## src/hw/rtl/soc_pkg.sv

```systemverilog
package soc_pkg;

	typedef enum logic [1:0] {
		OP_CLEAR = 2'd0,
		OP_ADD   = 2'd1,
		OP_QUERY = 2'd2,
		OP_NONE  = 2'd3
	} op_t;

	typedef enum logic [1:0] {
		REG_RADIUS = 2'd0,
		REG_STEP   = 2'd1,
		REG_TOL    = 2'd2,
		REG_SPARE  = 2'd3
	} reg_idx_t;

	typedef enum logic [3:0] {
		S_IDLE,
		S_SQ,
		S_ROOTGO,
		S_ROOT,
		S_DIVXGO,
		S_DIVX,
		S_DIVYGO,
		S_DIVY,
		S_INC,
		S_POS,
		S_ARRIVE,
		S_CHAIN,
		S_STEP,
		S_DONE
	} state_t;

	// probe control moving down the cell row
	typedef struct packed {
		logic tok;
		logic hit;
	} probe_ctl_t;

	localparam int DIR_FRAC = 20;
	localparam int DW       = 36;  // signed width of any coordinate difference
	localparam int MAG_W    = 33;  // magnitude of a coordinate difference
	localparam int RED_W    = 31;  // magnitude after range reduction
	localparam int RAD_W    = 64;  // root radicand
	localparam int ROOT_W   = 32;
	localparam int LEN_W    = 34;  // root scaled back by up to two bits
	localparam int DVD_W    = MAG_W + DIR_FRAC;
	localparam int Q_W      = 22;  // direction magnitude, Q.20, always below 2^22
	localparam int U_W      = Q_W + 1;
	localparam int INC_W    = U_W + 13;
	localparam int TRV_W    = 36;

	// strictly inside: a^2 + b^2 < lim_sq, far offsets never count
	function automatic logic near_fn(input logic signed [DW-1:0] a,
			input logic signed [DW-1:0] b, input logic [31:0] lim_sq);
		logic signed [DW-1:0] lim;
		logic signed [41:0] aa;
		logic signed [41:0] bb;
		logic [42:0] sum;
		lim = DW'(64'sd1 << DIR_FRAC);
		aa = $signed(a[20:0]) * $signed(a[20:0]);
		bb = $signed(b[20:0]) * $signed(b[20:0]);
		sum = {1'b0, aa} + {1'b0, bb};
		if (a >= lim || a <= -lim || b >= lim || b <= -lim) begin
			return 1'b0;
		end
		return sum < {11'b0, lim_sq};
	endfunction

endpackage

```

## src/hw/rtl/soc_cell.sv

```systemverilog
module soc_cell #(
	parameter int COORD_BITS = 24
) (
	input  logic                          clk,
	input  logic                          arst_n,
	input  logic                          load,
	input  logic signed [COORD_BITS-1:0]  obs_x_in,
	input  logic signed [COORD_BITS-1:0]  obs_y_in,
	output logic signed [COORD_BITS-1:0]  obs_x_out,
	output logic signed [COORD_BITS-1:0]  obs_y_out,
	input  logic                          active,
	input  logic [31:0]                   rad_sq,
	input  soc_pkg::probe_ctl_t           ctl_in,
	input  logic signed [COORD_BITS+2:0]  px_in,
	input  logic signed [COORD_BITS+2:0]  py_in,
	output soc_pkg::probe_ctl_t           ctl_out,
	output logic signed [COORD_BITS+2:0]  px_out,
	output logic signed [COORD_BITS+2:0]  py_out
);
	import soc_pkg::*;

	localparam int PW = COORD_BITS + 3;

	logic signed [COORD_BITS-1:0] ox_q;
	logic signed [COORD_BITS-1:0] oy_q;
	logic signed [PW-1:0]         px_q;
	logic signed [PW-1:0]         py_q;
	probe_ctl_t                   ctl_q;
	logic signed [DW-1:0]         dx;
	logic signed [DW-1:0]         dy;
	logic                         hit_here;

	assign dx = {{(DW-PW){px_in[PW-1]}}, px_in}
		- {{(DW-COORD_BITS){ox_q[COORD_BITS-1]}}, ox_q};
	assign dy = {{(DW-PW){py_in[PW-1]}}, py_in}
		- {{(DW-COORD_BITS){oy_q[COORD_BITS-1]}}, oy_q};
	assign hit_here = active && ctl_in.tok && near_fn(dx, dy, rad_sq);

	always_ff @(posedge clk or negedge arst_n) begin
		if (!arst_n) begin
			ctl_q <= '0;
		end else begin
			ctl_q.tok <= ctl_in.tok;
			ctl_q.hit <= ctl_in.hit | hit_here;
		end
	end

	always_ff @(posedge clk) begin
		px_q <= px_in;
		py_q <= py_in;
		if (load) begin
			ox_q <= obs_x_in;
			oy_q <= obs_y_in;
		end
	end

	assign obs_x_out = ox_q;
	assign obs_y_out = oy_q;
	assign ctl_out   = ctl_q;
	assign px_out    = px_q;
	assign py_out    = py_q;
endmodule

```

## config.mk

```make
export PLATFORM = sky130hd
export DESIGN_NAME = soc_cell
export DESIGN_NICKNAME = d
export VERILOG_FILES = /design/src/hw/rtl/soc_pkg.sv /design/src/hw/rtl/soc_cell.sv
export SDC_FILE = /design/constraint.sdc
export NUM_CORES = 2
export LEC_CHECK = 0
export ABC_AREA = 0
export BUFFER_PORTS_ARGS = -buffer_cell sky130_fd_sc_hd__buf_2
export CAP_MARGIN = 10
export CORE_AREA = 5 5 276 278
export DETAILED_ROUTE_END_ITERATION = 16
export DIE_AREA = 0 0 281 283
export PLACE_DENSITY = 0.68
export SLEW_MARGIN = 0
export SYNTH_ARGS = -nofsm -noshare
export SYNTH_HDL_FRONTEND = slang
export SYNTH_SLANG_ARGS = --single-unit
```

## constraint.sdc

```tcl
create_clock -name clk -period 35.1 [get_ports clk]
set_clock_uncertainty 0.05 [all_clocks]
set_input_delay 1.755 -clock clk [delete_from_list [all_inputs] [get_ports clk]]
set_output_delay 1.755 -clock clk [all_outputs]
set_load 0.1 [all_outputs]
```

* Yosys cells after proc, flatten, opt, wreduce, memory -nomap -nowiden
Cells that the tools add are included.
** Cells by class
- $add $sub $neg :: 3
- Multiply operators :: 2
- $lt $le $gt $ge :: 5
- Mux-type cells :: 3
- Bitwise logic cells :: 1
- Reduce and logical (&&, ||, !) cells :: 5
** Operators with widths (number)
- multiplier 21 x 21 -> 42 bit :: 2
- greater-or-equal comparator 28 x 22 -> 1 bit (second input constant) :: 2
- <= comparator 28 x 21 -> 1 bit (second input constant) :: 2
- subtractor 27 x 24 -> 28 bit :: 2
- adder 42 x 42 -> 43 bit :: 1
- < comparator 43 x 32 -> 1 bit :: 1
- logical OR 1 bit :: 3
- two-way mux 1 bit :: 3
- logical AND 1 bit :: 2
- bitwise OR 1 bit :: 1
** Storage, ports and cells
- Bits in registers :: 104
- Output and inout port bits :: 104

* Logic depth before layout (Yosys ltp)
- Word-level depth :: 9
- Mapped depth :: 59
- Mapped depth without buffers :: 59

* Worst setup path before layout
Ideal clock, no wire load.
- Path kind :: in2reg
- Start point :: in py_in[0]
- End point :: reg ctl_q (netlist bit ctl_out[0])
- Arrival time :: 13.218 ns
- Setup slack :: 21.722 ns
- Stages on the path :: 52
- Path buffers :: 1
- Cell sequence :: inv_1 -> ha_1 -> inv_1 -> fa_1 -> a211oi_2 -> o21ai_1 -> a211o_1 -> a21oi_2 -> xnor2_1 -> clkinv_1 -> clkbuf_1 -> nand2_1 -> inv_1 -> fa_1 -> inv_1 -> fa_1 -> inv_1 -> fa_1 -> [... 16 more ...] -> inv_1 -> nor2_1 -> a221o_1 -> a221oi_1 -> o21ai_0 -> xor2_1 -> ha_1 -> nor2_1 -> nand3_1 -> a2111oi_0 -> o2111ai_1 -> a211oi_1 -> nand4_1 -> nor4_1 -> nand4_1 -> a2111oi_0 -> o2111ai_1 -> o41ai_1
** On the way
- Cells in the longest elaborated chain, start to end :: 8
- Elaborated cells between the ends (all ways) :: 12
** RTL lines
- from (decl) :: RTL line soc_cell.sv:15 : input logic signed [COORD_BITS+2:0] py_in,
- subtractor 27 x 24 -> 28 bit (*) :: RTL line soc_cell.sv:36 : - {{(DW-COORD_BITS){oy_q[COORD_BITS-1]}}, oy_q};
- parallel branches: the longest is 4 deep, another holds adder 42 x 42 -> 43 bit
- two-way mux 1 bit (*) :: RTL line soc_pkg.sv:67 : return sum < {11'b0, lim_sq};
- logical AND 1 bit (*) :: RTL line soc_cell.sv:37 : assign hit_here = active && ctl_in.tok && near_fn(dx, dy, rad_sq);
- bitwise OR 1 bit (*) :: RTL line soc_cell.sv:44 : ctl_q.hit <= ctl_in.hit | hit_here;
- to (decl) :: RTL line soc_cell.sv:28 : probe_ctl_t ctl_q;
Every way passes the cells marked *.
A chain may end at the register's enable or synchronous reset.

* Final worst setup path
- Start point :: in px_in[0]
- End point :: reg ctl_q (netlist bit ctl_out[0])
** On the way
- Cells in the longest elaborated chain, start to end :: 9
- Elaborated cells between the ends (all ways) :: 13
** RTL lines
- from (decl) :: RTL line soc_cell.sv:14 : input logic signed [COORD_BITS+2:0] px_in,
- subtractor 27 x 24 -> 28 bit (*) :: RTL line soc_cell.sv:34 : - {{(DW-COORD_BITS){ox_q[COORD_BITS-1]}}, ox_q};
- parallel branches: the longest is 5 deep, another holds adder 42 x 42 -> 43 bit
- two-way mux 1 bit (*) :: RTL line soc_pkg.sv:67
- logical AND 1 bit (*) :: RTL line soc_cell.sv:37
- bitwise OR 1 bit (*) :: RTL line soc_cell.sv:44
Marked as above.

==> impl_results.md <==
* Status: completed
* Async S/R FF share, synth at 1.923%
* Area Overhead vs Synth at 7.273%
* Worst-skew pair later-pin latency at 0.38 ns
* Critical path capture point type: flop
* Critical path data arrival time at 15.72 ns
* Final hold violations at 0
* Syn_nets at 5516
* Initial Util at 51.26%
* Slew Viols, Final at 0
* Slowest stage cell, crit path: a2111oi_0
* XOR/XNOR share of the synthesized area at 4.004%
* Post_cts resized at 0
* Reg clk slew, reported paths at 0.08 ns
* CTS Buf Count at 9
* Post-synth EDFFs at 48
* Complex-gate fraction of the synthesized area at 9.704%
* Crit path required time at 35.31 ns
* Post-synthesis sequential area ratio at 6.810%
* Setup Viol. Count Final at 0
* Critical path class: input pin to flop
* Fillers at 6721
* Syn. warnings at 0
* GRT overflow at 0
* CTS Sinks at 104
* Antenna violations before repair at 4
* Crit-path max cell delay at 0.84 ns
* DIE WIDTH at 281 um
* Routed via count at 28580
* Fin Setup TNS at 0 ns
* DRT Pass-1 Iters at 6
* GR Util All Layers at 24.82%
* Nets at 5729
* Rel. slew slack at 26.59%
* CP Launch Type: input pin
* Commonest cells after routing, fill and taps aside: 1185 x inv_1, 837 x fa_1, 363 x ha_1
* Mux cell area share after synthesis at 0.1855%
* Syn Std Cell Area at 37780 um^2
* Final period utilization at 44.19%
* Simple-gate area share of the yosys netlist at 10.17%
* CTS tree: yes
* Max Cap Viol at 0
* Total Wirelength at 96110 um
* Global-route wire length before repair at 158000 um
* Reg area at 2572 um^2
* Commonest non-fill, non-tap cell in the layout: inv_1
* Worst hold-check path type: input pin to async pin
* Ports at 244
* Largest family of logic cells by synthesized area: adder cells
* Antenna Nets Post-Route at 0
* Fmax at 64.47 MHz
* Number of global-route vias before repair at 30820
* DIE HEIGHT at 283 um
* Buffers on Ports at 243
* Detailed placer's ending HPWL at 82930 um
* CP max FO at 14
* Slew @ Worst Pin at 1.100 ns
* Routability Congestion at 0.9831
* #FFs+latches synth at 104
* # rows at 100
* Yosys cell types at 85
* Die ar. at 79520 um^2
* RSZ-0062 raised after global routing: false
* Multi-input combinational cell area at 30400 um^2
* DRC violations left at 0
* H-tree depth at 3
* Layout cell share with drive strength beyond 1 at 7.920%
* # diodes at 0
* Worst r2r path cells at 49
* Synth Area in Adders at 56.38%
* Synthesized instance count at 4176
* Top_reg_cell synth: dfxtp_1
* CTS max path bufs at 2
* DRT iter0 DRCs at 1682
* Via density at 5.328
* Postcts setup bufs at 0
* Root Buffer: clkbuf_16
* Core footprint at 73700 um^2
* Min Tclk post-route at 15.51 ns
* WL/cell at 17.92 um
* Post-CTS Hold Fix Bufs at 0
* Largest net degree at the start of global routing at 49
* Post-synthesis area per instance at 9.046 um^2
through the flow:
stage,setup slack (ns),hold WS (ns),instance area (um^2),cells,util [%]
floorplan,21.72,1.409,37780,4176,-
global placement,19.88,1.253,40210,5347,54.56
detailed placement,19.50,1.240,40210,5347,54.56
CTS,19.79,1.095,40530,5363,54.99
global route,18.68,1.110,40530,5363,54.99
finish,19.59,1.113,40530,5363,54.99
kinds of logic (layout without fill, tap and decap cells):
family	Yosys count	after routing
flip-flops	104	104
buffers and inverters	1281	1499
AO/OA/AOI/OAI	540	540
AND/OR/NAND/NOR	876	876
adder cells (fa/ha/maj)	1200	1200
XOR/XNOR	168	168
multiplexers	7	7
Yosys cell counts (20+ instances only):
cell,number,area (um^2)
inv_1,1185,4448
nand4_1,27,168.9
fa_1,837,16760
and2_1,23,143.9
nand2_1,340,1276
a21oi_1,156,780.8
nor2_1,287,1077
nor3_1,52,260.3
a21o_1,101,758.2
o21ai_0,65,325.3
edfxtp_1,48,1441
ha_1,363,4542
nand3_1,44,220.2
xor2_1,46,402.9
dfxtp_1,54,1081
o21a_1,26,195.2
xnor2_1,118,1033
clkbuf_1,75,281.5
o21bai_1,20,150.1
cell type report:
type,instances,share of cell area (%)
multi-input combinational,2791,75.02
sequential,104,6.348
clock buffer,9,0.5557
tap,969,2.992
inverter,1200,11.11
timing repair buffer,283,3.742
clock inverter,7,0.2254
path summary, 6_finish.rpt:
path | from | endpoint | slack (ns)
worst max-delay path | px_in[0] | ctl_out[0] | 19.59
worst min-delay path | arst_n | ctl_out[0] | 1.11
worst max register to register | obs_x_out[0] | ctl_out[0] | 20.67
worst min register to register | obs_y_out[23] | ctl_out[0] | 1.24
max in group asynchronous | arst_n | ctl_out[1] | 33.76
min in group clk | obs_y_out[23] | ctl_out[0] | 1.24
critical path, delay by kind of cell:
family | cells | cell delay (ns)
compound gates | 16 | 5.22
xor+xnor | 3 | 0.94
fa+ha+maj | 12 | 5.10
buf+inv | 9 | 1.02
simple gates | 11 | 1.70
registers in the layout, summed over array words and instances (netlist names):
name / flops
py_out: 27
ctl_out: 2
px_out: 27
obs_x_out: 24
obs_y_out: 24
metal layers:
layer / share of wire, % / wire length [um] / up-vias / GRT usage, %
met4: 2.1 / 2036 / 4 / 5.117
met2: 49 / 47320 / 920 / 42.31
met3: 7.3 / 7047 / 143 / 4.076
met5: 0.022 / 21 / - / 0
met1: 41 / 39680 / 14350 / 33.82
li1: - / - / 13160 / -
Power is left out: the tool's default activity adds up to more than one toggle a clock period on the data nets, which glitch-free logic cannot reach.
