==> config.mk <==
export PLATFORM = sky130hd
export DESIGN_NAME = soc_div
export DESIGN_NICKNAME = d
export VERILOG_FILES = /design/src/hw/rtl/soc_pkg.sv /design/src/hw/rtl/soc_div.sv
export SDC_FILE = /design/constraint.sdc
export NUM_CORES = 1
export LEC_CHECK = 0
export ABC_AREA = 1
export BUFFER_PORTS_ARGS = -buffer_cell sky130_fd_sc_hd__buf_4
export CORE_MARGIN = 3
export CORE_UTILIZATION = 54
export CTS_BUF_LIST = sky130_fd_sc_hd__clkbuf_4 sky130_fd_sc_hd__clkbuf_8
export DETAILED_ROUTE_END_ITERATION = 10
export PLACE_DENSITY = 0.81
export SLEW_MARGIN = 20
export SYNTH_ARGS = -nofsm -noshare
export SYNTH_HDL_FRONTEND = slang
export SYNTH_SLANG_ARGS = --single-unit
==> constraint.sdc <==
create_clock -name clk -period 3.2 [get_ports clk]
set_clock_uncertainty 0.15 [all_clocks]
set_input_delay 0.64 -clock clk [delete_from_list [all_inputs] [get_ports clk]]
set_output_delay 0.64 -clock clk [all_outputs]
set_load 0.05 [all_outputs]
==> src/hw/rtl/soc_pkg.sv <==
package soc_pkg;

	typedef enum logic [1:0] {
		OP_CLEAR = 2'd0,
		OP_ADD   = 2'd1,
		OP_QUERY = 2'd2,
		OP_NONE  = 2'd3
	} op_t;

	typedef enum logic [1:0] {
		REG_RADIUS = 2'd0,
		REG_STEP   = 2'd1,
		REG_TOL    = 2'd2,
		REG_SPARE  = 2'd3
	} reg_idx_t;

	typedef enum logic [3:0] {
		S_IDLE,
		S_SQ,
		S_ROOTGO,
		S_ROOT,
		S_DIVXGO,
		S_DIVX,
		S_DIVYGO,
		S_DIVY,
		S_INC,
		S_POS,
		S_ARRIVE,
		S_CHAIN,
		S_STEP,
		S_DONE
	} state_t;

	// probe control moving down the cell row
	typedef struct packed {
		logic tok;
		logic hit;
	} probe_ctl_t;

	localparam int DIR_FRAC = 20;
	localparam int DW       = 36;  // signed width of any coordinate difference
	localparam int MAG_W    = 33;  // magnitude of a coordinate difference
	localparam int RED_W    = 31;  // magnitude after range reduction
	localparam int RAD_W    = 64;  // root radicand
	localparam int ROOT_W   = 32;
	localparam int LEN_W    = 34;  // root scaled back by up to two bits
	localparam int DVD_W    = MAG_W + DIR_FRAC;
	localparam int Q_W      = 22;  // direction magnitude, Q.20, always below 2^22
	localparam int U_W      = Q_W + 1;
	localparam int INC_W    = U_W + 13;
	localparam int TRV_W    = 36;

	// strictly inside: a^2 + b^2 < lim_sq, far offsets never count
	function automatic logic near_fn(input logic signed [DW-1:0] a,
			input logic signed [DW-1:0] b, input logic [31:0] lim_sq);
		logic signed [DW-1:0] lim;
		logic signed [41:0] aa;
		logic signed [41:0] bb;
		logic [42:0] sum;
		lim = DW'(64'sd1 << DIR_FRAC);
		aa = $signed(a[20:0]) * $signed(a[20:0]);
		bb = $signed(b[20:0]) * $signed(b[20:0]);
		sum = {1'b0, aa} + {1'b0, bb};
		if (a >= lim || a <= -lim || b >= lim || b <= -lim) begin
			return 1'b0;
		end
		return sum < {11'b0, lim_sq};
	endfunction

endpackage

==> src/hw/rtl/soc_div.sv <==
module soc_div (
	input  logic                        clk,
	input  logic                        arst_n,
	input  logic                        start,
	input  logic [soc_pkg::DVD_W-1:0]   dividend,
	input  logic [soc_pkg::LEN_W-1:0]   divisor,
	output logic                        done,
	output logic [soc_pkg::Q_W-1:0]     quotient
);
	import soc_pkg::*;

	localparam int CNT_W = $clog2(DVD_W);

	logic [DVD_W-1:0] dvd_q;
	logic [DVD_W-1:0] quo_q;
	logic [LEN_W-1:0] dsr_q;
	logic [LEN_W:0]   rem_q;
	logic [CNT_W-1:0] cnt_q;
	logic             busy_q;
	logic             done_q;
	logic [LEN_W+1:0] rem_next;

	// restoring, one quotient bit a cycle
	assign rem_next = {rem_q, dvd_q[DVD_W-1]};

	always_ff @(posedge clk or negedge arst_n) begin
		if (!arst_n) begin
			busy_q <= 1'b0;
			done_q <= 1'b0;
			cnt_q  <= '0;
		end else begin
			done_q <= 1'b0;
			if (start) begin
				busy_q <= 1'b1;
				cnt_q  <= '0;
			end else if (busy_q) begin
				cnt_q <= cnt_q + CNT_W'(1);
				if (cnt_q == CNT_W'(DVD_W - 1)) begin
					busy_q <= 1'b0;
					done_q <= 1'b1;
				end
			end
		end
	end

	always_ff @(posedge clk) begin
		if (start) begin
			dvd_q <= dividend;
			dsr_q <= divisor;
			rem_q <= '0;
			quo_q <= '0;
		end else if (busy_q) begin
			dvd_q <= {dvd_q[DVD_W-2:0], 1'b0};
			if (rem_next >= {2'b00, dsr_q}) begin
				rem_q <= (LEN_W+1)'(rem_next - {2'b00, dsr_q});
				quo_q <= {quo_q[DVD_W-2:0], 1'b1};
			end else begin
				rem_q <= rem_next[LEN_W:0];
				quo_q <= {quo_q[DVD_W-2:0], 1'b0};
			end
		end
	end

	assign done     = done_q;
	assign quotient = quo_q[Q_W-1:0];
endmodule

* After elaboration in Yosys (flattened, before gate mapping)
Cells that the tools add are included.
** Storage, ports and cells
- Flip-flop bits (word level) :: 152
- Output and inout bits :: 23
- Input port bits :: 90
- Word-level logic and storage cells :: 24
** Operators by class
- Equal/unequal tests :: 1
- Magnitude comparators :: 1
- Reductions and logical operators :: 1
- Add/sub/neg operators :: 2
- Muxes and demuxes :: 12
** Operator list (number)
- $mux W53 :: 2
- $ge A36 B34 Y1 :: 1
- $mux W35 :: 1
- $sub A35 B34 Y35 :: 1
- $mux W6 :: 2
- $mux W1 :: 7
- $add A6 B1 Y6 const B :: 1
- $eq A6 B6 Y1 const B :: 1
- $reduce_bool A2 Y1 :: 1

* Depth between registers and ports, before layout
Gate-level depths: netlist of the first run.
- Depth after elaboration :: 4
- Depth in mapped cells :: 18
- Gate-level depth less buffers :: 18

* Least setup slack after synthesis of the first run
No wires, ideal clock.
- Path type :: input to register
- From :: input port start
- To :: register dvd_q[0], enable pin
- Library setup time :: 0.438 ns
- Buffers on the path :: 1
- Required time :: 2.612 ns
- Arrival :: 2.509 ns
- Cell stages on the path :: 3
- Setup slack :: 0.103 ns
- Cell sequence :: nor2_1 -> clkinv_1 -> clkbuf_1
** Between the ends
- Cells in the longest elaborated chain, start to end :: 1
** Ends and longest elaborated chain
- start: declaration :: line soc_div.sv:4 : input logic start,
- $reduce_bool A2 Y1 (no source line)
- end signal: assignment :: line soc_div.sv:48 : dvd_q <= dividend;
- end signal: assignment :: line soc_div.sv:53 : dvd_q <= {dvd_q[DVD_W-2:0], 1'b0};
- end: declaration :: line soc_div.sv:14 : logic [DVD_W-1:0] dvd_q;
No other way between the ends.
A chain may end at the register's enable or synchronous reset.

* Worst setup path in the final report of the first run
- From :: register dvd_q[52]
- To :: register rem_q[18]
** Between the ends
- Cells in the longest elaborated chain, start to end :: 2
- Elaborated cells on any way between the ends :: 3
- Those cells by class :: 1 x add/sub; 1 x order compare; 1 x mux
** Ends and longest elaborated chain
- $sub A35 B34 Y35 or $ge A36 B34 Y1 (tied branches) :: line soc_div.sv:55, soc_div.sv:54
- $mux W35 (*) :: line soc_div.sv:54 : if (rem_next >= {2'b00, dsr_q}) begin
- end signal: assignment :: line soc_div.sv:55 : rem_q <= (LEN_W+1)'(rem_next - {2'b00, dsr_q});
- end signal: assignment :: line soc_div.sv:58 : rem_q <= rem_next[LEN_W:0];
- end: declaration :: line soc_div.sv:17 : logic [LEN_W:0] rem_q;
Mark *: on every way between the ends. The rest lies on a longest branch, timed or not.

==> impl_results.md, run 1 <==
* Share of cells above drive strength 1 at 0.140
* Critical path arrival at 3.17 ns
* Least-Margin Pin Slew at 0.612 ns
* Clock network fraction of total power at 0.339
* Cells along the critical path: inv_1, ha_1, fa_1, inv_1, nand3_1, nand3_1, nand2_1, nand3_2, nand2_1, nand2_1, nand3_2, nand2_4, buf_4, nand2_1, nand2_1, nand2_1, nand2_1
* Final design area excluding fillers at 0.0101 mm2
* Seq/Total Area, Yosys at 0.458
* Max FO, Critical Path at 25
* Vias/cell at 5.07
* Via count at 7598
* Hold Startpoint: divisor[9]
* VDD IR max at 0.381 mV
* Worst skew pair latency at 0.47 ns
* Max Cap Viol at 0
* Fillers at 1344
* Syn_nets at 1289
* Final net count at 1403
* I/O pin count at 113
* Most common cell after layout, fill and taps aside: nand2_1
* Pint at 3.05 mW
* First-pass GRT wire length at 34900 um
* Die ar. at 0.0176 mm2
* RSZ-0062 raised after global routing: no
* Routed len/inst at 14.0 um
* Vias in the first global route at 7462
* Sw frac at 0.274
* Die Span Y at 133 um
* Clock period minus worst slack at 2.91 ns
* Lkg Pwr at 5.27 nW
* Slowest CP cell: fa_1
* Post-route insts no fill at 1500
* Switch Pwr at 1.15 mW
* Avg Inst Size Synth at 7.44 um2
* Hpwl dp at 15900 um
* Critical Path Max Stage Delay at 0.41 ns
* HP Class: input pin to flip-flop
* Worst hold slack at 0.187 ns
* N_diodes at 0
* Setup crit end kind: flip-flop
* Root buf cell: clkbuf_8
* Synth Instances at 1162
* Remaining routing DRC violations at 0
* Logic pwr share at 0.131
* Slew HR at 0.591
* Worst EP required at 3.46 ns
* # setup viols final at 0
* GRT Overall Usage at 0.244
* Hold Crit Depth at 1
* Worst R2R Start: dvd_q[52]
* Clock slew at reported path FFs at 0.09 ns
* Cell mode on critical path: nand2_1
* FF-to-FF setup slack at 0.29 ns
* Final Hold Vio Count at 0
* PortBufs at 112
* Placement Rows at 45
* Yosys Warn Count at 0
* EDFF count, synth at 87
* Commonest cells after routing, fill and taps aside: nand2_1 (520), inv_1 (162), buf_4 (125)
* Synth-to-layout area growth at 16.5%
* Post-Syn Area at 0.00864 mm2
* Fin. max-slew vios at 0
* Synth unique cells at 41
* Synth async-reset ratio at 0.0526
* Placed insts at 1467
* Top_reg_cell synth: edfxtp_1
* Register area at 0.00395 mm2
* Post-Route WL at 21000 um
* F_max at 0.343 GHz
* Initial Utilization at 0.560
* 1st-pass router iterations at 5
* Sequential Power Share at 0.530
* PD cells at 417 mW/mm2
* Initial antenna violation count at 0
* CP Class: flip-flop to flip-flop
* DR iter-0 viols at 493
* CTS tree: built
* Grt total ovfl at 0
* Setup tns final at 0 ns
* Core area at 0.0154 mm2
* Chip width at 133 um
* Period utilization at 0.910
* Finished Core Util at 0.653
* Placed cell areas at 0.00968 mm2
* R2R depth at 17
* CTS sink count at 152
* H-tree depth at 4
* Hold endpoint: dsr_q[9]
* CTS Buffer Depth at 2
* Largest net degree at the start of global routing at 45
* Synth Register Bits at 152
* Num CTS Buffers at 17
* FF-to-FF End: rem_q[18]
* Crit path launch type: flip-flop
* Multi-input gate area at 0.00389 mm2
* Final GP Congestion at 0.994
* Antenna Nets Post-Route at 0
* Status: complete, no violations
-- sequential cells by signal, summed over array words and instances (netlist names) --
| name | count |
|---|---|
| cnt_q | 6 |
| dvd_q | 53 |
| dsr_q | 34 |
| rem_q | 35 |
| busy_q | 1 |
| done | 1 |
| quo_q | 22 |
-- area by class of cell --
cell class	instances	share of cell area
Clock buffer	18	0.0240
Multi-Input combinational cell	814	0.386
Inverter	164	0.0611
Timing Repair Buffer	127	0.0962
Sequential cell	152	0.393
Clock inverter	14	0.0137
Tap cell	211	0.0262
-- worst max-delay path, delay by kind of cell, from the launching register on --
| family | cells | cell delay, ns |
|---|---|---|
| AND/OR/NAND/NOR | 12 | 1.29 |
| adder cells (fa/ha/maj) | 2 | 0.63 |
| buffers and inverters | 3 | 0.42 |
| flip-flops | 1 | 0.36 |
-- power groups by stage --
stage / clock network [mW] / logic (mW) / registers, mW
detailed placement: 0 / 0.542 / 2.27
finish: 1.42 / 0.549 / 2.22
CTS: 1.44 / 0.547 / 2.23
global placement: 0 / 0.529 / 2.26
global route: 1.53 / 0.620 / 2.24
floorplan: 0 / 0.352 / 2.26
-- repair_timing --
action / CTS / global route
setup buffers: 0 / 0
endpoints found under the hold margin: 8 / 0
hold buffers: 1 / 0
gates resized for setup: 0 / 0
-- metal layers --
metal | wire length [um] | vias up | global-route usage | part of all wire
li1 | - | 3887 | - | -
met1 | 9260 | 3448 | 0.314 | 0.44
met2 | 9760 | 225 | 0.397 | 0.46
met3 | 1460 | 38 | 0.0605 | 0.069
met4 | 553 | 0 | 0.0935 | 0.026
met5 | 0 | - | 0 | 0
-- Yosys cell counts, types with 2 or more instances --
library cell | number | share of area
a21o_1 | 2 | 0.0017
a21oi_1 | 33 | 0.019
buf_1 | 2 | 0.00087
buf_2 | 2 | 0.0012
buf_4 | 4 | 0.0035
buf_6 | 5 | 0.0065
clkbuf_1 | 18 | 0.0078
dfrtp_1 | 8 | 0.023
dfxtp_1 | 57 | 0.13
edfxtp_1 | 87 | 0.30
ha_1 | 36 | 0.052
inv_1 | 162 | 0.070
nand2_1 | 520 | 0.23
nand3_1 | 63 | 0.036
nand3_2 | 14 | 0.016
nand3b_1 | 4 | 0.0035
nand4_1 | 8 | 0.0058
nor2_1 | 52 | 0.023
nor3_1 | 4 | 0.0023
nor4_1 | 2 | 0.0014
o21ai_0 | 19 | 0.011
o21ai_1 | 4 | 0.0023
o21bai_1 | 5 | 0.0043
o22ai_1 | 20 | 0.014
xnor2_1 | 4 | 0.0041
xor2_1 | 12 | 0.012
-- per-stage QoR --
stage                     power, mW  setup WS [ns]
final                          4.19          0.287
after detailed placement       2.81          0.341
after global placement         2.79          0.500
after CTS                      4.22          0.318
after global routing           4.39         0.0376
after floorplan                2.61          0.103
-- how the worst max path moves through the flow --
stage,slack (ns),to,from,cells after the start
after CTS,0.32,rem_q[21],dvd_q[52],17
after floorplan,0.10,dvd_q[0],start,3
after global placement,0.50,rem_q[21],dvd_q[52],17
final,0.29,rem_q[18],dvd_q[52],17
after detailed placement,0.34,rem_q[21],dvd_q[52],17
after global routing,0.04,rem_q[19],dvd_q[52],17
-- cells by family after synthesis --
kind of cell | share of synthesized area
AND/OR/NAND/NOR | 0.324
adder cells (fa/ha/maj) | 0.0544
flip-flops | 0.458
buffers and inverters | 0.0934
XOR/XNOR | 0.0162
AO/OA/AOI/OAI | 0.0547
(Power assumes the default switching activity.)
==> inputs of run 2 (changes only) <==
==> constraint.sdc (replaced) <==
create_clock -name clk -period 3.2 [get_ports clk]
set_clock_uncertainty 0.15 [all_clocks]
set_input_delay 0 -clock clk [delete_from_list [all_inputs] [get_ports clk]]
set_output_delay 0 -clock clk [all_outputs]
set_load 0.05 [all_outputs]
==> impl_results.md, run 2 (synthesis gave the netlist of run 1 again) <==
* CP Class: flip-flop to flip-flop
* Grt total ovfl at 0
* Critical path arrival at 3.12 ns
* Final net count at 1487
* Pint at 3.22 mW
* CTS tree: built
* Hold Startpoint: divisor[9]
* RSZ-0062 raised after global routing: no
* I/O pin count at 113
* Remaining routing DRC violations at 0
* Setup crit end kind: flip-flop
* Die Span Y at 133 um
* Worst R2R Start: dvd_q[52]
* Die ar. at 0.0176 mm2
* Total Power at 4.45 mW
* Commonest cells after routing, fill and taps aside: nand2_1 (520), inv_1 (162), buf_4 (120)
* Sequential Power Share at 0.501
* # Post-CTS Setup Buffers at 0
* DR iter-0 viols at 588
* PD cells at 406 mW/mm2
* PortBufs at 112
* Largest net degree at the start of global routing at 64
* # setup viols final at 0
* Chip width at 133 um
* Clock network fraction of total power at 0.352
* H-tree depth at 4
* Worst skew pair latency at 0.48 ns
* Regs by FF count: dvd_q (53), rem_q (35), dsr_q (34)
* Least-Margin Pin Slew at 0.904 ns
* Clock slew at reported path FFs at 0.10 ns
* Cts hold-fix bufs at 90
* Hpwl dp at 15300 um
* Most common cell after layout, fill and taps aside: nand2_1
* Fin. max-slew vios at 0
* Post-Route WL at 23900 um
* First-pass GRT wire length at 39200 um
* Max FO, Critical Path at 22
* Period utilization at 0.892
* Lkg Pwr at 5.64 nW
* R2R depth at 17
* F_max at 0.350 GHz
* Num CTS Buffers at 17
* VDD IR max at 0.472 mV
* Hold Crit Depth at 2
* Switch Pwr at 1.23 mW
* Synth-to-layout area growth at 26.8%
* Placed insts at 1462
* Sw frac at 0.276
* Worst EP required at 3.46 ns
* FF-to-FF End: rem_q[20]
* Largest Register: dvd_q
* Root buf cell: clkbuf_8
* Final GP Congestion at 0.957
* FF-to-FF setup slack at 0.35 ns
* Core area at 0.0154 mm2
* Post-route insts no fill at 1584
* Status: complete, no violations
* Placement Rows at 45
* Worst hold slack at 0.0855 ns
* Max Cap Viol at 0
* Share of cells above drive strength 1 at 0.128
* Vias/cell at 5.24
* 1st-pass router iterations at 6
* GRT Overall Usage at 0.274
* Clock period minus worst slack at 2.85 ns
* Setup tns final at 0 ns
* Antenna Nets Post-Route at 0
* Via count at 8307
* CTS sink count at 152
* N_diodes at 0
* Finished Core Util at 0.710
* HP Class: input pin to flip-flop
* Post-CTS sizing at 0
* Largest register FFs at 53
* Final Hold Vio Count at 0
* Logic pwr share at 0.147
* Initial Utilization at 0.560
* Initial antenna violation count at 0
* Vias in the first global route at 8287
* Hold endpoint: dsr_q[9]
* Crit path launch type: flip-flop
* Routed len/inst at 15.1 um
* CTS Buffer Depth at 2
* Slew HR at 0.397
-- run 2: power by group through the flow --
stage | clock, mW | sequential (mW) | combinational, mW
floorplan | 0 | 2.26 | 0.352
global placement | 0 | 2.26 | 0.529
detailed placement | 0 | 2.27 | 0.539
CTS | 1.56 | 2.23 | 0.631
global route | 1.66 | 2.24 | 0.722
finish | 1.57 | 2.23 | 0.652
-- run 2: final cells by class --
| type | count | area [um2] |
|---|---|---|
| inverter | 164 | 616 |
| clock buffer | 19 | 255 |
| multi-input combinational | 814 | 3890 |
| fill | 1188 | 4470 |
| sequential | 152 | 3950 |
| clock inverter | 13 | 160 |
| timing repair buffer | 211 | 1820 |
| tap | 211 | 264 |
-- run 2: worst max-delay path: stages (launching register included) --
cell      delay [ns]
edfxtp_1        0.34
inv_1           0.05
ha_1            0.22
fa_1            0.40
inv_1           0.09
nand3_1         0.06
nand3_1         0.17
nand2_1         0.09
nand3_2         0.10
nand2_1         0.06
nand2_1         0.10
nand3_2         0.11
nand2_4         0.24
buf_4           0.29
nand2_1         0.11
nand2_1         0.08
nand2_1         0.06
nand2_1         0.09
-- run 2: worst max path at each step --
stage / from / endpoint / depth (start not counted)
5_1_grt: dvd_q[52] / rem_q[20] / 17
4_1_cts: dvd_q[52] / rem_q[20] / 17
3_5_place_dp: dvd_q[52] / rem_q[20] / 17
3_3_place_gp: dvd_q[52] / rem_q[20] / 17
6_report: dvd_q[52] / rem_q[20] / 17
2_1_floorplan: busy_q / dvd_q[0] / 4
-- run 2: metrics by stage --
stage / setup WS [ns] / cell area, um2
after floorplan: 0.148 / 8640
final: 0.345 / 11000
after global placement: 0.551 / 9640
after detailed placement: 0.396 / 9640
after global routing: 0.101 / 11000
after CTS: 0.358 / 11000
-- run 2: layer usage --
metal	share of wire	up-vias	global-route usage
li1	-	4058	-
met1	0.41	3845	0.335
met2	0.49	343	0.469
met3	0.078	61	0.0722
met4	0.027	0	0.100
met5	0	-	0
==> inputs of run 3 (changes only) <==
- SETUP_SLACK_MARGIN: not set -> 0.5
==> impl_results.md, run 3 (synthesis gave the netlist of run 1 again) <==
* Most common cell after layout, fill and taps aside: nand2_1
* Antenna Nets Post-Route at 0
* Largest register FFs at 53
* # setup viols final at 0
* GRT Overall Usage at 0.280
* RSZ-0062 raised after global routing: no
* Switch Pwr at 1.25 mW
* DR iter-0 viols at 787
* Finished Core Util at 0.719
* Max Cap Viol at 0
* Synth-to-layout area growth at 28.3%
* Initial Utilization at 0.560
* Sequential Power Share at 0.500
* I/O pin count at 113
* Largest net degree at the start of global routing at 64
* First-pass GRT wire length at 39800 um
* Placed insts at 1462
* Fin. max-slew vios at 0
* Grt total ovfl at 0
* Share of cells above drive strength 1 at 0.136
* Max FO, Critical Path at 6
* Slowest CP cell: fa_2
* Hpwl dp at 15300 um
* Crit path launch type: flip-flop
* CTS tree: built
* Clock period minus worst slack at 2.51 ns
* CTS sink count at 152
* PortBufs at 112
* Final Hold Vio Count at 0
* F_max at 0.398 GHz
* Critical path arrival at 2.78 ns
* Root buf cell: clkbuf_8
* PD cells at 402 mW/mm2
* Final Worst Setup Slack at 0.689 ns
* Least-Margin Pin Slew at 0.661 ns
* CP Class: flip-flop to flip-flop
* DP Worst Slack at 0.355 ns
* Critical Path Max Stage Delay at 0.38 ns
* Period utilization at 0.785
* Placement Rows at 45
* Num CTS Buffers at 17
* Chip width at 133 um
* Worst skew pair latency at 0.48 ns
* Post-route insts no fill at 1590
* Sw frac at 0.281
* Cells along the critical path: inv_1, ha_2, fa_2, inv_2, nand3_1, nand3_2, nand2_1, nand3_2, nand2_1, nand2_2, nand3_4, nand2_8, buf_12, nand2_1, nand2_1, nand2_1, nand2_1
* Worst hold slack at 0.0902 ns
* Setup crit end kind: flip-flop
* Initial antenna violation count at 0
* Pint at 3.21 mW
* HP Class: input pin to flip-flop
* Final design area excluding fillers at 0.0111 mm2
* Via count at 8314
* Remaining routing DRC violations at 0
* Worst EP required at 3.46 ns
* Status: complete, no violations
* Core area at 0.0154 mm2
* Cell mode on critical path: nand2_1
* Routed len/inst at 15.2 um
* H-tree depth at 4
* Vias in the first global route at 8389
* Lkg Pwr at 5.69 nW
* Die Span Y at 133 um
* 1st-pass router iterations at 8
* Logic pwr share at 0.149
* Slew HR at 0.559
* Largest Register: dvd_q
* Vias/cell at 5.23
* VDD IR max at 0.400 mV
* Post-Route WL at 24100 um
* N_diodes at 0
* Setup tns final at 0 ns
* Final net count at 1493
* Total Power at 4.46 mW
* Final GP Congestion at 0.943
* Clock network fraction of total power at 0.351
* CTS Buffer Depth at 2
* Placed cell areas at 0.00964 mm2
* Die ar. at 0.0176 mm2
* Clock slew at reported path FFs at 0.09 ns
* R2R depth at 17
* Hold Crit Depth at 2
* FF-to-FF setup slack at 0.69 ns
* Regs by FF count: dvd_q (53), rem_q (35), dsr_q (34)
* Commonest cells after routing, fill and taps aside: nand2_1 (518), inv_1 (161), buf_4 (121)
-- run 3: worst paths after layout --
path	start	to
hold reg to reg	rem_q[24]	rem_q[24]
setup reg to reg	dvd_q[52]	rem_q[20]
max in group asynchronous	arst_n	busy_q
min in group asynchronous	arst_n	cnt_q[1]
setup / recovery	dvd_q[52]	rem_q[20]
hold / removal	divisor[26]	dsr_q[26]
-- run 3: what timing repair did --
action,4_1_cts,5_1_grt
resized for setup,6,12
hold endpoints to repair,123,0
setup endpoints to repair,19,36
pin swaps,1,4
gates cloned,1,0
setup buffers,0,5
hold buffers,90,0
-- run 3: critical path: cells and delay by family (launching register included) --
kind,cells,cell delay (ns)
AND/OR/NAND/NOR,12,1.14
adder cells (fa/ha/maj),2,0.58
flip-flops,1,0.35
buffers and inverters,3,0.25
-- run 3: per-layer routing --
layer | share of wire | vias to the layer above | wire [um] | global-route usage
met5 | 0 | - | 0 | 0
met4 | 0.035 | 0 | 832 | 0.104
met3 | 0.070 | 71 | 1680 | 0.0719
met2 | 0.49 | 330 | 11700 | 0.473
met1 | 0.41 | 3837 | 9870 | 0.347
li1 | - | 4076 | - | -
-- run 3: power groups by stage --
| stage | clock network, mW | logic, mW | registers [mW] |
|---|---|---|---|
| after floorplan | 0 | 0.352 | 2.26 |
| after global placement | 0 | 0.527 | 2.26 |
| after detailed placement | 0 | 0.539 | 2.27 |
| after CTS | 1.57 | 0.633 | 2.23 |
| after global routing | 1.67 | 0.739 | 2.24 |
| final | 1.57 | 0.663 | 2.23 |
-- run 3: cell type report --
| cell class | count | area [um2] |
|---|---|---|
| clock buffers | 17 | 234 |
| clock inverters | 15 | 180 |
| fillers | 1181 | 4340 |
| inverters | 164 | 616 |
| multi-input cells | 815 | 3930 |
| flip-flops and latches | 152 | 3950 |
| well taps | 211 | 264 |
| repair buffers | 216 | 1910 |
