`src/hw/rtl/soc_pkg.sv`:
```
package soc_pkg;

	typedef enum logic [1:0] {
		OP_CLEAR = 2'd0,
		OP_ADD   = 2'd1,
		OP_QUERY = 2'd2,
		OP_NONE  = 2'd3
	} op_t;

	typedef enum logic [1:0] {
		REG_RADIUS = 2'd0,
		REG_STEP   = 2'd1,
		REG_TOL    = 2'd2,
		REG_SPARE  = 2'd3
	} reg_idx_t;

	typedef enum logic [3:0] {
		S_IDLE,
		S_SQ,
		S_ROOTGO,
		S_ROOT,
		S_DIVXGO,
		S_DIVX,
		S_DIVYGO,
		S_DIVY,
		S_INC,
		S_POS,
		S_ARRIVE,
		S_CHAIN,
		S_STEP,
		S_DONE
	} state_t;

	// probe control moving down the cell row
	typedef struct packed {
		logic tok;
		logic hit;
	} probe_ctl_t;

	localparam int DIR_FRAC = 20;
	localparam int DW       = 36;  // signed width of any coordinate difference
	localparam int MAG_W    = 33;  // magnitude of a coordinate difference
	localparam int RED_W    = 31;  // magnitude after range reduction
	localparam int RAD_W    = 64;  // root radicand
	localparam int ROOT_W   = 32;
	localparam int LEN_W    = 34;  // root scaled back by up to two bits
	localparam int DVD_W    = MAG_W + DIR_FRAC;
	localparam int Q_W      = 22;  // direction magnitude, Q.20, always below 2^22
	localparam int U_W      = Q_W + 1;
	localparam int INC_W    = U_W + 13;
	localparam int TRV_W    = 36;

	// strictly inside: a^2 + b^2 < lim_sq, far offsets never count
	function automatic logic near_fn(input logic signed [DW-1:0] a,
			input logic signed [DW-1:0] b, input logic [31:0] lim_sq);
		logic signed [DW-1:0] lim;
		logic signed [41:0] aa;
		logic signed [41:0] bb;
		logic [42:0] sum;
		lim = DW'(64'sd1 << DIR_FRAC);
		aa = $signed(a[20:0]) * $signed(a[20:0]);
		bb = $signed(b[20:0]) * $signed(b[20:0]);
		sum = {1'b0, aa} + {1'b0, bb};
		if (a >= lim || a <= -lim || b >= lim || b <= -lim) begin
			return 1'b0;
		end
		return sum < {11'b0, lim_sq};
	endfunction

endpackage

```
`src/hw/rtl/soc_isqrt.sv`:
```
module soc_isqrt (
	input  logic                         clk,
	input  logic                         arst_n,
	input  logic                         start,
	input  logic [soc_pkg::RAD_W-1:0]    radicand,
	output logic                         done,
	output logic [soc_pkg::ROOT_W-1:0]   root
);
	import soc_pkg::*;

	logic [RAD_W-1:0]  n_q;
	logic [ROOT_W+2:0] rem_q;
	logic [ROOT_W-1:0] root_q;
	logic [4:0]        cnt_q;
	logic              busy_q;
	logic              done_q;
	logic [ROOT_W+2:0] rem_next;
	logic [ROOT_W+2:0] trial;

	// two radicand bits per cycle, one root bit
	assign rem_next = {rem_q[ROOT_W:0], n_q[RAD_W-1 -: 2]};
	assign trial    = {1'b0, root_q, 2'b01};

	always_ff @(posedge clk or negedge arst_n) begin
		if (!arst_n) begin
			busy_q <= 1'b0;
			done_q <= 1'b0;
			cnt_q  <= '0;
		end else begin
			done_q <= 1'b0;
			if (start) begin
				busy_q <= 1'b1;
				cnt_q  <= '0;
			end else if (busy_q) begin
				cnt_q <= cnt_q + 5'd1;
				if (cnt_q == 5'd31) begin
					busy_q <= 1'b0;
					done_q <= 1'b1;
				end
			end
		end
	end

	always_ff @(posedge clk) begin
		if (start) begin
			n_q    <= radicand;
			rem_q  <= '0;
			root_q <= '0;
		end else if (busy_q) begin
			n_q <= {n_q[RAD_W-3:0], 2'b00};
			if (rem_next >= trial) begin
				rem_q  <= rem_next - trial;
				root_q <= {root_q[ROOT_W-2:0], 1'b1};
			end else begin
				rem_q  <= rem_next;
				root_q <= {root_q[ROOT_W-2:0], 1'b0};
			end
		end
	end

	assign done = done_q;
	assign root = root_q;
endmodule

```
`config.mk`:
```
export PLATFORM = sky130hd
export DESIGN_NAME = soc_isqrt
export DESIGN_NICKNAME = d
export VERILOG_FILES = /design/src/hw/rtl/soc_pkg.sv /design/src/hw/rtl/soc_isqrt.sv
export SDC_FILE = /design/constraint.sdc
export NUM_CORES = 1
export LEC_CHECK = 0
export BUFFER_PORTS_ARGS = -buffer_cell sky130_fd_sc_hd__buf_4
export CORE_ASPECT_RATIO = 1.2
export CORE_MARGIN = 8
export CORE_UTILIZATION = 41
export CTS_CLUSTER_DIAMETER = 50
export CTS_CLUSTER_SIZE = 12
export DETAILED_ROUTE_END_ITERATION = 6
export GPL_TIMING_DRIVEN = 0
export PLACE_DENSITY = 0.68
export SLEW_MARGIN = 10
export SYNTH_ARGS = -nofsm -noshare
export SYNTH_HDL_FRONTEND = slang
export SYNTH_SLANG_ARGS = --single-unit
```
`constraint.sdc`:
```
create_clock -name clk -period 5.5 [get_ports clk]
set_input_delay 1.375 -clock clk [delete_from_list [all_inputs] [get_ports clk]]
set_output_delay 1.375 -clock clk [all_outputs]
set_load 0.03 [all_outputs]
```
Word-level counts from Yosys, hierarchy flattened:

Index checks and enable logic that the tools add are counted.

* register bits after elaboration: 136
* word-level logic and storage cells: 23

* add/subtract/negate cells: 2
* magnitude comparators: 1
* equality and inequality tests: 1
* mux-type cells: 12
* reduce and logical (&&, ||, !) cells: 1

Operators with widths (count)
* $mux W64: 2
* $ge A35 B34 Y1: 1
* $mux W33: 1
* $sub A33 B33 Y33: 1
* $mux W5: 2
* $mux W1: 7
* $add A5 B1 Y5 const B: 1
* $eq A5 B5 Y1 const B: 1
* $reduce_bool A2 Y1: 1

Depth between registers and ports, before layout:

Gate-level depths: netlist of the first run.

* depth in word-level cells: 4
* gate-level depth with buffers: 12
* gate-level depth less buffers: 10

Least setup slack after synthesis of the first run:

No wires, ideal clock.

* path kind: in2reg
* start point: input start
* end point: register rem_q[26]
* library setup time: 117 ps
* arrival: 3263 ps
* path slack: 2120 ps
* cell stages on the path: 5
* buffers on the path: 1
* cells stage by stage: clkbuf_1 > nor2_1 > inv_1 > o32a_1 > o21ai_1

RTL lines
* start: declaration: line soc_isqrt.sv:4 `input logic start,`
* end signal: assignment: line soc_isqrt.sv:52 `rem_q <= rem_next - trial;`
* end signal: assignment: line soc_isqrt.sv:55 `rem_q <= rem_next;`
* end: declaration: line soc_isqrt.sv:12 `logic [ROOT_W+2:0] rem_q;`

Worst setup path after layout of the first run:

* start point: register root_q[9] (netlist: root[9])
* end point: register rem_q[29]

* word-level cells in the longest chain between the ends: 2
* elaborated cells on any way between the ends: 3
* classes of those cells: add/sub (1); order compare (1); mux (1)

Ends and longest elaborated chain
* start: declaration: line soc_isqrt.sv:13 `logic [ROOT_W-1:0] root_q;`
* start signal: assignment: line soc_isqrt.sv:53 `root_q <= {root_q[ROOT_W-2:0], 1'b1};`
* start signal: assignment: line soc_isqrt.sv:56 `root_q <= {root_q[ROOT_W-2:0], 1'b0};`
* $sub A33 B33 Y33 or $ge A35 B34 Y1 (tied branches): line soc_isqrt.sv:52, soc_isqrt.sv:51
* $mux W33 *: line soc_isqrt.sv:51 `if (rem_next >= trial) begin`

Mark *: on every way between the ends. The rest lies on a longest branch, timed or not.
A chain may end at the register's enable or synchronous reset.

==> impl_metrics.prom, run 1 <==
# TYPE chip_impl_metric gauge
chip_impl_info{name="cts.root.buffer_cell",value="clkbuf_16"} 1
chip_impl_metric{name="routed_wirelength_normalized_by_instance_count",unit="µm"} 16.85
chip_impl_info{name="route.top_layer_used",value="met4"} 1
chip_impl_metric{name="power_density",unit="nW/µm²"} 514.5
chip_impl_metric{name="first_global_vias",unit=""} 6114
chip_impl_metric{name="core_area",unit="µm²"} 18650
chip_impl_metric{name="post-route-drc-count",unit=""} 0
chip_impl_metric{name="avgSynthCellArea",unit="µm²"} 10.39
chip_impl_info{name="tritoncts",value="built"} 1
chip_impl_metric{name="synth_enable_flop_cells",unit=""} 64
chip_impl_info{name="rsz_0062_raised_after_global_routing",value="false"} 1
chip_impl_metric{name="worst_ir_drop_vdd",unit="µV"} 298.6
chip_impl_metric{name="synth.yosys.warnings",unit=""} 0
chip_impl_metric{name="layout_min_cycle_time",unit="ns"} 3.382
chip_impl_metric{name="postSynthRegisterBits",unit=""} 136
chip_impl_metric{name="cts_made_buffers",unit=""} 17
chip_impl_metric{name="routed_wl_met3",unit="mm"} 1.374
chip_impl_info{name="crit_type",value="reg2reg"} 1
chip_impl_metric{name="cp.arrival",unit="ns"} 3.71
chip_impl_metric{name="detailedPlacementHpwl",unit="mm"} 14.11
chip_impl_metric{name="setup_viol_count_final",unit=""} 0
chip_impl_metric{name="synth_compound_gate_area_share",unit=""} 0.1351
chip_impl_metric{name="area.growth.synth_to_final",unit="%"} 21.47
chip_impl_metric{name="cts_resized",unit=""} 0
chip_impl_metric{name="initial_drt_pass_iterations",unit=""} 6
chip_impl_metric{name="holdBufCountCts",unit=""} 0
chip_impl_metric{name="critical_path.max_stage_delay",unit="ns"} 0.56
chip_impl_metric{name="final_cells",unit=""} 1127
chip_impl_metric{name="max_slew.worst_pin.slew",unit="ns"} 0.8355
chip_impl_metric{name="syn-cell-area",unit="µm²"} 7697
chip_impl_info{name="endpoint_kind",value="flip-flop"} 1
chip_impl_metric{name="final_hold_violations",unit=""} 0
chip_impl_metric{name="synth-adder-area-share",unit=""} 0.05852
chip_impl_metric{name="boundaryPins",unit=""} 100
chip_impl_metric{name="synthXorXnorAreaFrac",unit=""} 0.03414
chip_impl_metric{name="clock-sinks",unit=""} 136
chip_impl_info{name="worstPathCellList",value="inv_1 > ha_1 > buf_2 > a21oi_1 > nand2_1 > a2111oi_0 > o21ai_1 > a21boi_0 > o41ai_1 > xor2_1 > a31o_1"} 1
chip_impl_metric{name="largest_net_degree_at_the_start_of_global_routing",unit=""} 66
chip_impl_metric{name="synth_sequential_area_ratio",unit=""} 0.4415
chip_impl_info{name="status",value="complete, no violations"} 1
chip_impl_metric{name="diodes",unit=""} 0
chip_impl_metric{name="async_flop_share",unit=""} 0.05147
chip_impl_metric{name="design.die.area",unit="µm²"} 23430
chip_impl_metric{name="routed_via_density",unit=""} 5.248
chip_impl_metric{name="clock_tree.buffer_depth",unit=""} 2
chip_impl_metric{name="fin_util",unit=""} 0.5014
chip_impl_metric{name="final_min_period_over_clock_period",unit=""} 0.6150
chip_impl_metric{name="path_clk_slew",unit="ns"} 0.07
chip_impl_metric{name="post_route_cells_drive_above_1_share",unit=""} 0.2572
chip_impl_metric{name="die-width",unit="µm"} 141.1
chip_impl_metric{name="crit_required",unit="ns"} 5.83
chip_impl_metric{name="drt_first_iter_violations",unit=""} 270
chip_impl_metric{name="yosys.area_share.simple",unit=""} 0.1151
chip_impl_metric{name="post_synthesis_cell_count",unit=""} 741
chip_impl_info{name="worst_path_max_delay_cell",value="a2111oi_0"} 1
chip_impl_metric{name="detail_route.wirelength.met1",unit="mm"} 8.099
chip_impl_metric{name="port-buffer-count",unit=""} 98
chip_impl_metric{name="placed_cells",unit=""} 1095
chip_impl_metric{name="timing.final.max_slew_violations",unit=""} 0
chip_impl_info{name="hp-class",value="reg2reg"} 1
chip_impl_info{name="dominant_combinational_cell_family_by_area_after_synthesis",value="multiplexers"} 1
chip_impl_metric{name="design_area",unit="µm²"} 9350
chip_impl_metric{name="yosys-mux-area-fraction",unit=""} 0.1663
chip_impl_metric{name="max_freq",unit="GHz"} 0.2957
chip_impl_metric{name="critPathMaxFanout",unit=""} 7
chip_impl_metric{name="mappedNetlistNets",unit=""} 844
chip_impl_metric{name="start_util",unit=""} 0.4127
chip_impl_info{name="cp-start-kind",value="flip-flop"} 1
chip_impl_metric{name="worstSkewPairLatency",unit="ns"} 0.43
chip_impl_metric{name="htree_num_levels",unit=""} 4
chip_impl_metric{name="max_cap_viol_count",unit=""} 0
chip_impl_metric{name="die_y",unit="µm"} 166.1
chip_impl_metric{name="fin_nets",unit=""} 961
chip_impl_metric{name="final_antenna_net_count",unit=""} 0
chip_impl_metric{name="number_of_placement_rows",unit=""} 55
chip_impl_metric{name="synthDistinctLibCells",unit=""} 73
chip_impl_metric{name="antenna_violations_before_repair",unit=""} 0
chip_impl_metric{name="power_leakage",unit="µW"} 0.004092
chip_impl_metric{name="drt-total-wl",unit="mm"} 18.99
chip_impl_metric{name="grt_overflow_total",unit=""} 0
chip_impl_metric{name="grtUsageTotal",unit=""} 0.1673
chip_impl_info{name="synthFlopType",value="dfxtp_1"} 1
chip_impl_metric{name="timing.clock.skew",unit="ns"} 0.008233
chip_impl_metric{name="timing.slew.headroom",unit=""} 0.4430
chip_impl_metric{name="cts_setup_buffers",unit=""} 0
chip_impl_metric{name="placement.cell_area",unit="µm²"} 8756
chip_impl_metric{name="setup_tns",unit="ns"} 0
chip_impl_metric{name="grt_first_pass_wirelength",unit="mm"} 31.45
chip_impl_metric{name="dr_wl_met2",unit="mm"} 9.053
chip_impl_metric{name="finalWeightedCongestion",unit=""} 0.8968
chip_impl_metric{name="route.vias.total",unit=""} 5915
==> state kept, by name, indices dropped and copies added (netlist names) <==
name	count
rem_q	33
n_q	64
busy_q	1
done	1
root	32
cnt_q	5
==> cell type report <==
type                       instances  area [µm²]
clock buffer                      17       425.4
clock inverter                    15       168.9
inverter                          44       167.7
multi-input combinational        521        3919
buffer                            40       215.2
timing repair buffer              98       735.7
sequential                       136        3398
fill                            1738        9299
tap                              256       320.3
==> worst max-delay path, delay by kind of cell, from the launching register on <==
family                   cells  cell delay [ns]
adder cells (fa/ha/maj)      1             0.27
flip-flops                   1             0.38
XOR/XNOR                     1             0.18
AND/OR/NAND/NOR              1             0.14
buffers and inverters        2             0.24
AO/OA/AOI/OAI                6             2.09
==> synth_stat cells, types with 4 or more instances <==
cell type	instances	area share
buf_2	4	0.0026
nor2_1	84	0.041
xnor2_1	16	0.018
dfrtp_1	7	0.023
ha_1	36	0.059
edfxtp_1	64	0.25
buf_1	7	0.0034
a21oi_1	30	0.020
o31ai_1	4	0.0039
xor2_1	14	0.016
o211ai_1	6	0.0059
and3_1	5	0.0041
nor3_1	13	0.0085
dfxtp_1	65	0.17
nand4_1	7	0.0057
a211oi_1	23	0.022
inv_1	44	0.021
nand2_1	45	0.022
clkbuf_1	22	0.011
nand2b_1	6	0.0049
mux2_2	63	0.092
a21boi_0	4	0.0039
and2_1	5	0.0041
mux2i_1	57	0.074
nand3_1	9	0.0059
o21ai_0	24	0.016
a21o_1	8	0.0078
o21bai_1	4	0.0039
==> layer usage <==
metal  track usage  vias up
met3       0.06183       37
met1        0.1928     2799
met4       0.06601        0
li1              -     2927
met2        0.2755      152
met5             0        -
==> through the flow <==
step | worst slack (ns) | hold WS [ns] | total power [µW]
floorplan | 2.120 | 0.4501 | 3165
global placement | 1.202 | 0.4789 | 3635
detailed placement | 1.862 | 0.4876 | 3656
CTS | 2.217 | 0.4973 | 4816
global route | 1.809 | 0.5324 | 5148
finish | 2.118 | 0.4989 | 4811
==> worst paths after layout <==
check | start | endpoint | slack [ns] | depth (start not counted)
worst max-delay path | root[9]$_SDFFE_PP0P_ | rem_q[29]$_SDFFE_PP0P_ | 2.12 | 11
worst min-delay path | rem_q[0]$_SDFFE_PP0P_ | rem_q[0]$_SDFFE_PP0P_ | 0.50 | 2
worst max register to register | root[9]$_SDFFE_PP0P_ | rem_q[29]$_SDFFE_PP0P_ | 2.12 | 11
worst min register to register | rem_q[0]$_SDFFE_PP0P_ | rem_q[0]$_SDFFE_PP0P_ | 0.50 | 2
max in group asynchronous | arst_n | busy_q$_DFF_PN0_ | 4.64 | 1
min in group asynchronous | arst_n | cnt_q[4]$_DFFE_PN0P_ | 0.74 | 1
==> cell usage in the layout (no fill, tap or decap), types with 7 or more instances in the layout <==
master	instances
a211oi_1	23
a21o_1	8
a21oi_1	30
buf_1	7
buf_4	99
clkbuf_1	22
clkbuf_16	17
dfrtp_1	7
dfxtp_1	65
edfxtp_1	64
ha_1	36
inv_1	43
mux2_2	63
mux2i_1	57
nand2_1	45
nand3_1	9
nand4_1	7
nor2_1	84
nor3_1	13
o21ai_0	24
xnor2_1	16
xor2_1	14
==> kinds of logic after synthesis <==
kind of cell	Yosys count
AO/OA/AOI/OAI	145
XOR/XNOR	30
adder cells (fa/ha/maj)	36
buffers and inverters	84
flip-flops	136
multiplexers	120
AND/OR/NAND/NOR	190
==> power breakdown <==
part	switching [µW]	total, µW	internal [µW]	leakage (µW)
Combinational	1280	2350	1070	0.00249
Sequential	101	1320	1220	0.00130
Clock	530	1140	615	0.000294
(Power assumes the default switching activity.)
==> run 2, diff against run 1 <==
==> constraint.sdc (replaced) <==
create_clock -name clk -period 3.3 [get_ports clk]
set_input_delay 0.825 -clock clk [delete_from_list [all_inputs] [get_ports clk]]
set_output_delay 0.825 -clock clk [all_outputs]
set_load 0.03 [all_outputs]
==> run 2 against run 1 <==
  * Clock-buffer cell count did not move
  * Combinational power rose by 68%
  * Critical path type unchanged
  * Worst hold slack got worse by 0.31 ns
  * Critical endpoint is now rem_q[28]$_SDFFE_PP0P_
==> impl_metrics.prom, run 2 (synthesis gave the netlist of run 1 again) <==
# TYPE chip_impl_metric gauge
chip_impl_metric{name="start_util",unit=""} 0.4127
chip_impl_info{name="crit_type",value="reg2reg"} 1
chip_impl_metric{name="area.growth.synth_to_final",unit="%"} 21.67
chip_impl_metric{name="boundaryPins",unit=""} 100
chip_impl_info{name="rsz_0062_raised_after_global_routing",value="true"} 1
chip_impl_metric{name="largest_net_degree_at_the_start_of_global_routing",unit=""} 66
chip_impl_info{name="hp-class",value="in2async"} 1
chip_impl_metric{name="die-width",unit="µm"} 141.1
chip_impl_metric{name="post-route-drc-count",unit=""} 0
chip_impl_metric{name="port-buffer-count",unit=""} 98
chip_impl_metric{name="final_hold_violations",unit=""} 0
chip_impl_metric{name="layout.filler_cells",unit=""} 1738
chip_impl_metric{name="timing.clock.skew",unit="ns"} 0.008389
chip_impl_metric{name="detailedPlacementHpwl",unit="mm"} 14.11
chip_impl_metric{name="diodes",unit=""} 0
chip_impl_metric{name="seq_area",unit="µm²"} 3398
chip_impl_metric{name="cp.arrival",unit="ns"} 3.40
chip_impl_metric{name="grt_first_pass_wirelength",unit="mm"} 31.45
chip_impl_info{name="endpoint_kind",value="flip-flop"} 1
chip_impl_metric{name="routed_via_density",unit=""} 5.275
chip_impl_metric{name="multiInputGateArea",unit="µm²"} 3934
chip_impl_metric{name="setup_viol_count_final",unit=""} 0
chip_impl_metric{name="number_of_placement_rows",unit=""} 55
chip_impl_metric{name="path_clk_slew",unit="ns"} 0.07
chip_impl_info{name="most-common-layout-cells",value="buf_4, nor2_1, dfxtp_1"} 1
chip_impl_info{name="status",value="complete, no violations"} 1
chip_impl_info{name="cp-start-kind",value="flip-flop"} 1
chip_impl_info{name="crit-reg2reg-launch",value="root[0]$_SDFFE_PP0P_"} 1
chip_impl_metric{name="finalWeightedCongestion",unit=""} 0.8968
chip_impl_metric{name="power_leakage",unit="µW"} 0.004095
chip_impl_metric{name="first_global_vias",unit=""} 6114
chip_impl_metric{name="core_area",unit="µm²"} 18650
chip_impl_metric{name="htree_num_levels",unit=""} 4
chip_impl_metric{name="die_y",unit="µm"} 166.1
chip_impl_metric{name="grt_overflow_total",unit=""} 0
chip_impl_metric{name="cts_made_buffers",unit=""} 17
chip_impl_metric{name="critPathMaxFanout",unit=""} 10
chip_impl_metric{name="drt-total-wl",unit="mm"} 19.02
chip_impl_metric{name="crit_required",unit="ns"} 3.64
chip_impl_metric{name="placement.cell_area",unit="µm²"} 8756
chip_impl_metric{name="worst_ir_drop_vdd",unit="µV"} 490.5
chip_impl_metric{name="max_cap_viol_count",unit=""} 0
chip_impl_metric{name="placed_cells",unit=""} 1095
chip_impl_info{name="critical_path.reg2reg.endpoint",value="rem_q[28]$_SDFFE_PP0P_"} 1
chip_impl_metric{name="post_layout_total_power",unit="µW"} 8048
chip_impl_metric{name="design_area",unit="µm²"} 9365
chip_impl_metric{name="fin_nets",unit=""} 961
chip_impl_metric{name="grtUsageTotal",unit=""} 0.1673
chip_impl_metric{name="max_freq",unit="GHz"} 0.3271
chip_impl_metric{name="timing.slew.headroom",unit=""} 0.4295
chip_impl_metric{name="final_cells",unit=""} 1127
chip_impl_info{name="final_common_cell",value="buf_4"} 1
chip_impl_metric{name="fin_util",unit=""} 0.5022
chip_impl_metric{name="clock-sinks",unit=""} 136
chip_impl_metric{name="drt_first_iter_violations",unit=""} 284
chip_impl_metric{name="final_min_period_over_clock_period",unit=""} 0.9265
chip_impl_metric{name="power_density",unit="nW/µm²"} 859.3
chip_impl_metric{name="final_antenna_net_count",unit=""} 0
chip_impl_metric{name="timing.final.max_slew_violations",unit=""} 0
chip_impl_metric{name="regToRegSetupSlack",unit="ns"} 0.24
chip_impl_metric{name="max_slew.worst_pin.slew",unit="ns"} 0.8558
chip_impl_metric{name="setup_tns",unit="ns"} 0
chip_impl_metric{name="initial_drt_pass_iterations",unit=""} 6
chip_impl_metric{name="rr_worst_depth",unit=""} 11
chip_impl_metric{name="cts_setup_buffers",unit=""} 0
chip_impl_metric{name="routed_wirelength_normalized_by_instance_count",unit="µm"} 16.88
chip_impl_metric{name="design.die.area",unit="µm²"} 23430
chip_impl_metric{name="largest_reg_flops",unit=""} 64
chip_impl_info{name="largest-register",value="n_q"} 1
chip_impl_metric{name="post_route_cells_drive_above_1_share",unit=""} 0.2606
chip_impl_metric{name="layout_min_cycle_time",unit="ns"} 3.058
chip_impl_metric{name="route.vias.total",unit=""} 5945
chip_impl_info{name="tritoncts",value="built"} 1
chip_impl_metric{name="clock_tree.buffer_depth",unit=""} 2
chip_impl_metric{name="antenna_violations_before_repair",unit=""} 0
chip_impl_info{name="cts.root.buffer_cell",value="clkbuf_16"} 1
chip_impl_metric{name="worstSkewPairLatency",unit="ns"} 0.43
==> run 2: cell count changes in the layout (fill, tap and decap cells not counted) <==
| cell | delta |
|---|---|
| a2111oi_0 | -1 |
| a21boi_1 | +1 |
| a21oi_2 | +1 |
| nor3_1 | -1 |
| a21boi_0 | -1 |
| nor3_2 | +1 |
| a21oi_1 | -1 |
| a2111oi_2 | +1 |
==> run 2: layer usage <==
layer	up-vias	GRT usage	wire (µm)
li1	2922	-	-
met1	2813	0.1928	8058
met2	172	0.2755	9010
met3	38	0.06183	1472
met4	0	0.06601	482
met5	-	0	0
==> run 2: worst max-delay path by stage <==
stage                                     from                      to  slack (ns)
final                     root[0]$_SDFFE_PP0P_  rem_q[28]$_SDFFE_PP0P_        0.24
after global routing      root[1]$_SDFFE_PP0P_  rem_q[28]$_SDFFE_PP0P_       -0.02
after CTS                 root[4]$_SDFFE_PP0P_  rem_q[29]$_SDFFE_PP0P_        0.02
after detailed placement  root[9]$_SDFFE_PP0P_  rem_q[29]$_SDFFE_PP0P_        0.03
after global placement                   start  rem_q[26]$_SDFFE_PP0P_       -0.45
after floorplan                          start  rem_q[26]$_SDFFE_PP0P_        0.47
==> run 2: final cells by class <==
class / count / area share
Multi-Input combinational cell: 521 / 0.4200
Inverter: 44 / 0.01790
Buffer: 40 / 0.02298
Timing Repair Buffer: 98 / 0.07856
Clock buffer: 17 / 0.04542
Tap cell: 256 / 0.03420
Sequential cell: 136 / 0.3629
Clock inverter: 15 / 0.01804
==> run 2: stage by stage <==
step / hold WS (ns) / setup slack, ns
floorplan: 0.4501 / 0.4696
global placement: 0.4789 / -0.4479
detailed placement: 0.4876 / 0.02979
CTS: 0.1795 / 0.01665
global route: 0.1841 / -0.01711
finish: 0.1880 / 0.2424
==> run 2: worst max-delay path, cell delays in order (launching register included) <==
cell and delay (ns):
dfxtp_1 0.39, inv_1 0.06, ha_1 0.38, o211ai_1 0.13, o211ai_1 0.30, nand2_1 0.22
o211ai_4 0.37, a31oi_4 0.18, o21bai_4 0.29, buf_6 0.20, nand4_1 0.15, a311oi_1 0.30
==> run 2: repair_timing <==
action | 4_1_cts | 5_1_grt
endpoints found under the setup margin | 0 | 7
resized for setup | 0 | 5
hold buffers | 0 | 0
==> run 2: where the power goes <==
group / internal [µW] / switching [µW]
Sequential: 2030 / 168
Clock: 1020 / 888
Combinational: 1800 / 2140
